<file path="config.mk">
export PLATFORM = sky130hd
export DESIGN_NAME = tcu_rsp_buf
export DESIGN_NICKNAME = d
export VERILOG_FILES = /design/src/design/tcu_pkg.sv /design/src/design/tcu_rsp_buf.sv
export SDC_FILE = /design/constraint.sdc
export NUM_CORES = 1
export LEC_CHECK = 0
export ABC_CLOCK_PERIOD_IN_PS = 3800
export BUFFER_PORTS_ARGS = -buffer_cell sky130_fd_sc_hd__buf_2
export CELL_PAD_IN_SITES_DETAIL_PLACEMENT = 1
export CELL_PAD_IN_SITES_GLOBAL_PLACEMENT = 2
export CORE_UTILIZATION = 39
export CTS_CLUSTER_DIAMETER = 120
export CTS_CLUSTER_SIZE = 12
export DETAILED_ROUTE_END_ITERATION = 8
export PLACE_DENSITY_LB_ADDON = 0.3
export SYNTH_ARGS = -nofsm -noshare
export SYNTH_HDL_FRONTEND = slang
export SYNTH_SLANG_ARGS = --single-unit
</file>
<file path="constraint.sdc">
create_clock -name clock -period 3.8 [get_ports clock]
set_input_delay 0.19 -clock clock [delete_from_list [all_inputs] [get_ports clock]]
set_output_delay 0.19 -clock clock [all_outputs]
set_load 0.005 [all_outputs]
</file>
<file path="src/design/tcu_pkg.sv">
// Shared types, sizes and codes of the toy CPU control unit.
`timescale 1ns / 1ps

package tcu_pkg;

   // Field widths.
   localparam int ADDR_W  = 11;
   localparam int MODE_W  = 2;
   localparam int BYTE_W  = 8;
   localparam int INSTR_W = 16;
   localparam int OPC_W   = 5;

   // Storage sizes (powers of two; an address keeps its low bits).
   localparam int MEM_DEPTH = 2048;
   localparam int IO_DEPTH  = 32;
   localparam int MEM_AW    = $clog2(MEM_DEPTH);
   localparam int IO_AW     = $clog2(IO_DEPTH);

   typedef enum logic [MODE_W-1:0] {
      MODE_LOAD     = 2'd0,
      MODE_STEP     = 2'd1,
      MODE_PEEK_MEM = 2'd2,
      MODE_PEEK_IO  = 2'd3
   } mode_type;

   typedef enum logic [OPC_W-1:0] {
      OP_WM  = 5'h01,
      OP_RM  = 5'h02,
      OP_BR  = 5'h03,
      OP_RIO = 5'h04,
      OP_WIO = 5'h05,
      OP_WB  = 5'h06,
      OP_WIB = 5'h07,
      OP_EOP = 5'h1F
   } opcode_type;

   typedef enum logic [5:0] {
      S_CLEAR    = 6'b000001,
      S_IDLE     = 6'b000010,
      S_FETCH_HI = 6'b000100,
      S_FETCH_LO = 6'b001000,
      S_MEM_RD   = 6'b010000,
      S_PEEK     = 6'b100000
   } state_type;

   typedef struct packed {
      logic [ADDR_W-1:0]  prog_counter;
      logic [INSTR_W-1:0] instruction;
      logic [OPC_W-1:0]   opcode;
      logic [BYTE_W-1:0]  mem_buffer;
      logic [BYTE_W-1:0]  io_buffer_reg;
      logic               halted;
      logic [BYTE_W-1:0]  read_data;
   } tcu_result_type;

endpackage

</file>
<file path="src/design/tcu_rsp_buf.sv">
// Two-entry result buffer: an output register backed by a skid register.
`timescale 1ns / 1ps

module tcu_rsp_buf
   import tcu_pkg::*;
(
   input  logic           clock,
   input  logic           reset,
   input  logic           push,
   input  tcu_result_type push_data,
   output logic           skid_busy,
   output logic           rsp_valid,
   input  logic           rsp_ready,
   output tcu_result_type rsp_data
);

   logic           out_valid_ff, out_valid_in;
   logic           skid_valid_ff, skid_valid_in;
   tcu_result_type out_ff, out_in;
   tcu_result_type skid_ff, skid_in;
   logic           pop;

   assign pop = out_valid_ff & rsp_ready;

   always_comb begin
      out_valid_in  = out_valid_ff;
      skid_valid_in = skid_valid_ff;
      out_in        = out_ff;
      skid_in       = skid_ff;
      if (pop || !out_valid_ff) begin
         if (skid_valid_ff) begin
            // The older word moves up; a new word takes its place behind it.
            out_in        = skid_ff;
            out_valid_in  = 1'b1;
            skid_in       = push_data;
            skid_valid_in = push;
         end else begin
            out_in       = push_data;
            out_valid_in = push;
         end
      end else if (push) begin
         skid_in       = push_data;
         skid_valid_in = 1'b1;
      end
   end

   always_ff @(posedge clock) begin
      if (reset) begin
         out_valid_ff  <= 1'b0;
         skid_valid_ff <= 1'b0;
      end else begin
         out_valid_ff  <= out_valid_in;
         skid_valid_ff <= skid_valid_in;
      end
      out_ff  <= out_in;
      skid_ff <= skid_in;
   end

   assign skid_busy = skid_valid_ff;
   assign rsp_valid = out_valid_ff;
   assign rsp_data  = out_ff;

   // A new word may only arrive at a full skid register when the output drains.
   assert property (@(posedge clock) disable iff (reset)
      (push && skid_valid_ff) |-> pop)
      else $error("result word pushed into a full buffer");

   // The skid register never holds a word while the output register is empty.
   assert property (@(posedge clock) disable iff (reset)
      skid_valid_ff |-> out_valid_ff)
      else $error("skid word without an output word");

endmodule

</file>
* After elaboration in Yosys (flattened, before gate mapping)
Index checks and enable logic that the tools add are counted.
** Word-level totals
- Bits in registers :: 116
- Input bits :: 61
- Output and inout port bits :: 59
- Logic and storage cells :: 30
** Cells by class
- Equality and inequality tests :: 1
- Muxes and demuxes :: 8
- Bitwise logic cells :: 1
- Reduce and logical (&&, ||, !) cells :: 4
** Operators with widths (number)
- $mux 57 :: 4
- $mux 1 :: 4
- $ne 2x2->1 const B :: 1
- $reduce_and 2->1 :: 1
- $reduce_bool 2->1 :: 1
- $and 1x1->1 :: 1
- $logic_not 1->1 :: 1
- $logic_or 1x1->1 :: 1

* Depth between registers and ports, before layout
Gate-level depths: netlist (run 1).
- Depth in word-level cells :: 4
- Depth in mapped cells :: 4
- Mapped depth without buffers :: 4

* Worst setup path before layout (run 1)
Ideal clock, no wire load.
- Path type :: reg-to-reg
- Start :: reg out_valid_ff, in the netlist rsp_valid
- End :: reg skid_ff[0] (netlist name), enable pin
- Library setup time :: 0.416 ns
- Arrival :: 3.011 ns
- Data required time :: 3.384 ns
- Setup slack :: 0.372 ns
- Cell stages (with the launch flop) :: 5
- Buffers on the path :: 0
- Clock period less this slack :: 3.428 ns
- Path through :: dfxtp_1 -> and2b_1 -> inv_1 -> nand2_1 -> nand2_1
** On the way
- Word-level cells in the longest chain between the ends :: 4
- Elaborated cells between the ends (all ways) :: 6
- Those cells by class :: 1 x eq/ne; 1 x bitwise; 4 x reduce/logical
** RTL lines
- start: declaration :: line tcu_rsp_buf.sv:17 : logic out_valid_ff, out_valid_in;
- start signal: assignment :: line tcu_rsp_buf.sv:52 : out_valid_ff <= out_valid_in;
- $and 1x1->1 or $logic_not 1->1 (tied branches) :: line tcu_rsp_buf.sv:23, tcu_rsp_buf.sv:30
- $logic_or 1x1->1 * :: line tcu_rsp_buf.sv:30 : if (pop || !out_valid_ff) begin
- $ne 2x2->1 (no source line) or $reduce_bool 2->1 (tied branches)
- $reduce_and 2->1 (no source line) *
- end signal: assignment :: line tcu_rsp_buf.sv:56 : skid_ff <= skid_in;
- end: declaration :: line tcu_rsp_buf.sv:20 : tcu_result_type skid_ff, skid_in;
Every way passes the cells marked *; elsewhere a longest branch is shown, timed or not.
A chain may end at the register's enable or synchronous reset.

* Final worst setup path (run 1)
- Start :: reg skid_valid_ff, in the netlist skid_busy
- End :: out skid_busy
** RTL lines
- start: declaration :: line tcu_rsp_buf.sv:18 : logic skid_valid_ff, skid_valid_in;
- start signal: assignment :: line tcu_rsp_buf.sv:53 : skid_valid_ff <= skid_valid_in;
- end: declaration :: line tcu_rsp_buf.sv:11 : output logic skid_busy,
No word-level cell between the ends.

==> out/metrics.cfg, run 1 <==
[routing]
top_layer = met4
dr_wl_met3_microns = 449
drcViolationCount = 0
ant_nets = 0
vias = 2438
routed_wl_microns = 8920
drt_iter0_drc = 73
wl_met1_microns = 3800
avgRoutedWirePerCell_microns = 16.7
dr.pass1.iters = 4
via_per_inst = 4.57
wl_met2_microns = 4550

[cells_and_area]
nFillCells = 1060
layout.nets = 442
layout_commonest_cell = buf_2
drive_above_1_share_pct = 53.0
multi_input_area_sq_um = 896
regArea_sq_um = 3470
design_area_sq_um = 6270
area_delta_synth_final_pct = 39.6
n_antenna_cell = 0
final_util_pct = 56.8
final_cell_mix = buf_2, edfxtp_1, dlygate4sd3_1

[synthesis]
yosysUniqueCellTypes = 12
yosys_warnings = 0
synth_compound_area_share_pct = 0.334
muxShareOfSynthArea_pct = 19.0
synth-simple-area-share_pct = 0.585
synth_top_family_by_area = multiplexers
ys_seq_elements = 116
seq_area_frac_synth_pct = 77.1
synth_xor_area_share_pct = 0
synthAdderAreaFrac_pct = 0
avgSynthCellArea_sq_um = 23.6
synth_fp_nets = 251
syn_area_sq_um = 4490
netlist_instances = 190

[sta]
relSlewSlack_pct = 26.0
fin_crit_ns = 2.05
period_share_pct = 53.9
grt_setup_unrepaired = false
setup_viol = 0
finalHoldViolCount = 0
tns_ns = 0
slew_violations = 0
fin_worst_skew_ns = 0.00746
worst_slew_pin_slew_ns = 1.11
max_freq_ghz = 0.488

[cts]
cts_hold_buf = 56
cts_root_buf = clkbuf_16
clk_transition_reported_paths_ns = 0.05
clock-sinks = 116
clk_latency_ns = 0.40
cts_max_level = 4
ctsResizeCount = 0
cts_inserted_buffers = 17
cts_tree = done
cts_setup_buffers = 0
cts_buffer_depth = 2

[power_and_ir_drop]
power_leakage_nw = 2.54
ir_worst_vdd_uv = 245
power_frac_seq_pct = 47.6
swShare_pct = 19.6
powerDensity_nw_per_um2 = 509
p_comb_share_pct = 8.0
p_int_w = 0.00256
finalPower_w = 0.00319
clockPowerShare_pct = 44.4
switchingPower_w = 0.000627

[critical_path]
crit_family = buffers and inverters
r2r_cells = 5
r2r-end = skid_ff[22]
reg2reg_from = rsp_valid
critPathMaxStageDelay_ns = 0.85
arrival_ns = 1.86
crit_path_start_kind = register
cpMaxStageDelayCell = buf_4
endpoint_kind = primary output
cp_cell_sequence = buf_4 > buf_2
rrSetupSlack_ns = 1.84
cp_data_required_time_ns = 3.61
path_buf_inv = 2
cp_max_fo = 61
path_class = register to primary output

[floorplan]
rows = 38
fp.dieH_microns = 109
coreArea_sq_um = 11000
fp.dieArea_sq_um = 12000
die_w_microns = 109
start_util_pct = 40.7
io_pins = 120

[min_path]
min_path_cells = 1
whs_endpoint = skid_ff[6]
holdCritPathClass = input port to register
hp-start = push_data[6]

[placed_design]
gpl.final_weighted_congestion = 0.693
io_buffer_count = 119
dp_hpwl_microns = 5360
place_area_sq_um = 5160

[global_routing]
grt_max_degree = 62
grt_pass1_wl_microns = 13600
antenna_found_initial = 0
grt_util_all_layers_pct = 16.2
grt_pass1_vias = 2594
grt_remaining_overflow = 0

[run]
cap_violations = 0

[run_status]
status = completed

==> cell families after synthesis <==
kind of cell | after synthesis
AO/OA/AOI/OAI | 3
multiplexers | 57
buffers and inverters | 8
flip-flops | 116
AND/OR/NAND/NOR | 6
==> power groups by stage <==
stage	clock [W]	sequential, W	combinational (W)
floorplan	0	0.00155	0.0000991
global placement	0	0.00154	0.000209
CTS	0.00145	0.00152	0.000261
finish	0.00142	0.00152	0.000257
global route	0.00151	0.00152	0.000280
detailed placement	0	0.00154	0.000215
==> through the flow <==
step	hold WS [ns]	setup slack, ns	instances
4_1_cts	0.00170	1.71	533
3_5_place_dp	0.367	1.78	445
2_1_floorplan	0.259	0.372	190
3_3_place_gp	0.354	1.83	445
5_1_grt	0.000881	1.64	534
6_report	0.0204	1.75	534
==> synth_stat cells (all sizes together) <==
cell	instances	area share (%)
o21ai	1	0.11
nor2	1	0.083
inv	1	0.083
a21oi	2	0.22
edfxtp	114	76
dfxtp	2	0.89
and2b	1	0.17
mux2	57	19
nand2	4	0.33
buf	7	2.9
==> sequential cells by signal (all words and copies together) (netlist names) <==
register   count
rsp_data      57
skid_ff       57
rsp_valid      1
skid_busy      1
==> worst max-delay path by stage <==
stage,startpoint,to,slack [ns],cells past startpoint
6_report,skid_busy,skid_busy,1.75,2
5_1_grt,skid_busy,skid_busy,1.64,2
4_1_cts,skid_busy,skid_busy,1.71,2
3_5_place_dp,rsp_ready,skid_ff[26],1.78,5
3_3_place_gp,rsp_ready,skid_ff[25],1.83,5
2_1_floorplan,rsp_valid,skid_ff[0],0.37,4
==> layout make-up <==
cell class	instances	share of cell area (%)
Tap cell	140	2.79
Sequential cell	116	55.3
Inverter	1	0.0599
Clock inverter	5	0.399
Timing Repair Buffer	179	19.0
Multi-Input combinational cell	66	14.3
Clock buffer	27	8.18
==> per-layer routing <==
| metal | up-vias | track usage, % |
|---|---|---|
| met1 | 1211 | 18.8 |
| met3 | 11 | 5.69 |
| met4 | 0 | 7.43 |
| met5 | - | 0 |
| li1 | 1142 | - |
| met2 | 74 | 27.0 |
Power figures use the tool's default switching activity.
==> inputs of run 2 (changes only) <==
Settings changed: ABC_CLOCK_PERIOD_IN_PS 3800 to 1800, CORE_UTILIZATION 39 to 35.
Clock period 3.8 ns to 1.8 ns, I/O delays scaled along.
==> out/metrics.cfg, run 2 (synthesis gave the netlist of run 1 again) <==
[critical_path]
endpoint_kind = register
arrival_ns = 1.84
rrSetupSlack_ns = 0.30
crit_path_start_kind = register
path_class = register to register
critPathMaxStageDelay_ns = 0.56
cpMaxStageDelayCell = dlygate4sd3_1
cp_max_fo = 29
cp_cell_sequence = buf_16 > o21ai_0 > a21oi_1 > dlygate4sd3_1
cp_data_required_time_ns = 2.14

[power_and_ir_drop]
powerDensity_nw_per_um2 = 1020
power_leakage_nw = 2.55
p_comb_share_pct = 8.4
p_int_w = 0.00520
switchingPower_w = 0.00132
clockPowerShare_pct = 42.4
swShare_pct = 20.3
power_frac_seq_pct = 49.2
ir_worst_vdd_uv = 462

[cells_and_area]
final_cell_mix = buf_2, edfxtp_1, dlygate4sd3_1
layout_commonest_cell = buf_2
multi_input_area_sq_um = 918
design_area_sq_um = 6370
area_delta_synth_final_pct = 41.8
regArea_sq_um = 3470
drive_above_1_share_pct = 52.9
nFillCells = 1210
n_antenna_cell = 0
layout.nets = 447

[run_status]
status = completed

[cts]
cts_root_buf = clkbuf_16
cts_tree = done
clock-sinks = 116
clk_latency_ns = 0.41
cts_inserted_buffers = 17
cts_max_level = 4
clk_transition_reported_paths_ns = 0.05
cts_buffer_depth = 2

[floorplan]
io_pins = 120
die_w_microns = 115
start_util_pct = 35.7
coreArea_sq_um = 12600
fp.dieH_microns = 115
fp.dieArea_sq_um = 13300
rows = 41

[routing]
dr.pass1.iters = 3
vias = 2372
drcViolationCount = 0
via_per_inst = 4.17
drt_iter0_drc = 104
avgRoutedWirePerCell_microns = 15.0
ant_nets = 0
routed_wl_microns = 8560

[run]
cap_violations = 0

[sta]
slew_violations = 0
holdWs_ns = 0.398
period_share_pct = 83.6
fin_worst_skew_ns = 0.00692
finalHoldViolCount = 0
worst_slew_pin_slew_ns = 0.451
relSlewSlack_pct = 69.9
max_freq_ghz = 0.665
setup_viol = 0
fin_crit_ns = 1.50
grt_setup_unrepaired = false

[placed_design]
gpl.final_weighted_congestion = 0.683
place_area_sq_um = 5270
dp_hpwl_microns = 5170
io_buffer_count = 119

[global_routing]
grt_pass1_wl_microns = 12900
grt_remaining_overflow = 0
grt_max_degree = 59
grt_util_all_layers_pct = 13.9
antenna_found_initial = 0
grt_pass1_vias = 2458

[min_path]
holdCritPathClass = input port to register

==> run 2: cell count changes in the layout (fill, tap and decap cells not counted), moves of 2 or more <==
cell           before  now
clkbuf_8            5    0
dlygate4sd3_1      57   60
clkinv_1            0    3
buf_12              0    2
==> run 2: layout make-up <==
cell class | instances | share of cell area, %
multi-input cells | 66 | 14.4
clock buffers | 21 | 6.91
well taps | 172 | 3.38
inverters | 1 | 0.118
clock inverters | 9 | 0.648
repair buffers | 184 | 20.1
flip-flops and latches | 116 | 54.4
==> run 2: path summary, 6_finish.rpt <==
kind | startpoint | end | cells past startpoint
max | skid_busy | skid_busy | 4
min | reset | rsp_valid | 3
max reg2reg | skid_busy | skid_busy | 4
min reg2reg | skid_ff[24] | rsp_data[24] | 1
==> run 2: what timing repair did <==
action | in CTS | in global routing
resized for setup | 0 | 1
setup buffers | 0 | 2
hold buffers | 60 | 0
endpoints found under the setup margin | 0 | 1
hold endpoints to repair | 108 | 0
==> run 2: critical path, delay by kind of cell (launching register included) <==
| family | cells | cell delay, ns |
|---|---|---|
| AOI/OAI and AO/OA | 2 | 0.28 |
| buffers and inverters | 2 | 0.78 |
| DFF | 1 | 0.37 |
==> run 2: metal layers <==
| metal | up-vias | GRT usage (%) | routed length [microns] |
|---|---|---|---|
| met5 | - | 0 | 0 |
| met4 | 0 | 8.05 | 173 |
| met3 | 14 | 5.90 | 445 |
| met2 | 75 | 22.7 | 4340 |
| met1 | 1142 | 15.3 | 3600 |
| li1 | 1141 | - | - |
==> run 2: power groups by stage <==
| stage | Combinational (W) | Clock [W] | Sequential [W] |
|---|---|---|---|
| finish | 0.000550 | 0.00276 | 0.00321 |
| floorplan | 0.000215 | 0 | 0.00327 |
| global route | 0.000601 | 0.00295 | 0.00322 |
| global placement | 0.000441 | 0 | 0.00326 |
| CTS | 0.000554 | 0.00284 | 0.00322 |
| detailed placement | 0.000452 | 0 | 0.00327 |
==> run 2: metrics by stage <==
| stage | setup TNS [ns] | worst slack (ns) | total power, W | cells | util (%) |
|---|---|---|---|---|---|
| final | 0 | 0.296 | 0.00652 | 569 | 50.7 |
| after global routing | 0 | 0.183 | 0.00677 | 569 | 50.7 |
| after CTS | 0 | 0.102 | 0.00661 | 567 | 50.5 |
| after detailed placement | 0 | 0.352 | 0.00372 | 477 | 41.9 |
| after global placement | 0 | 0.361 | 0.00370 | 477 | 41.9 |
| after floorplan | -15.98 | -0.280 | 0.00349 | 190 | - |
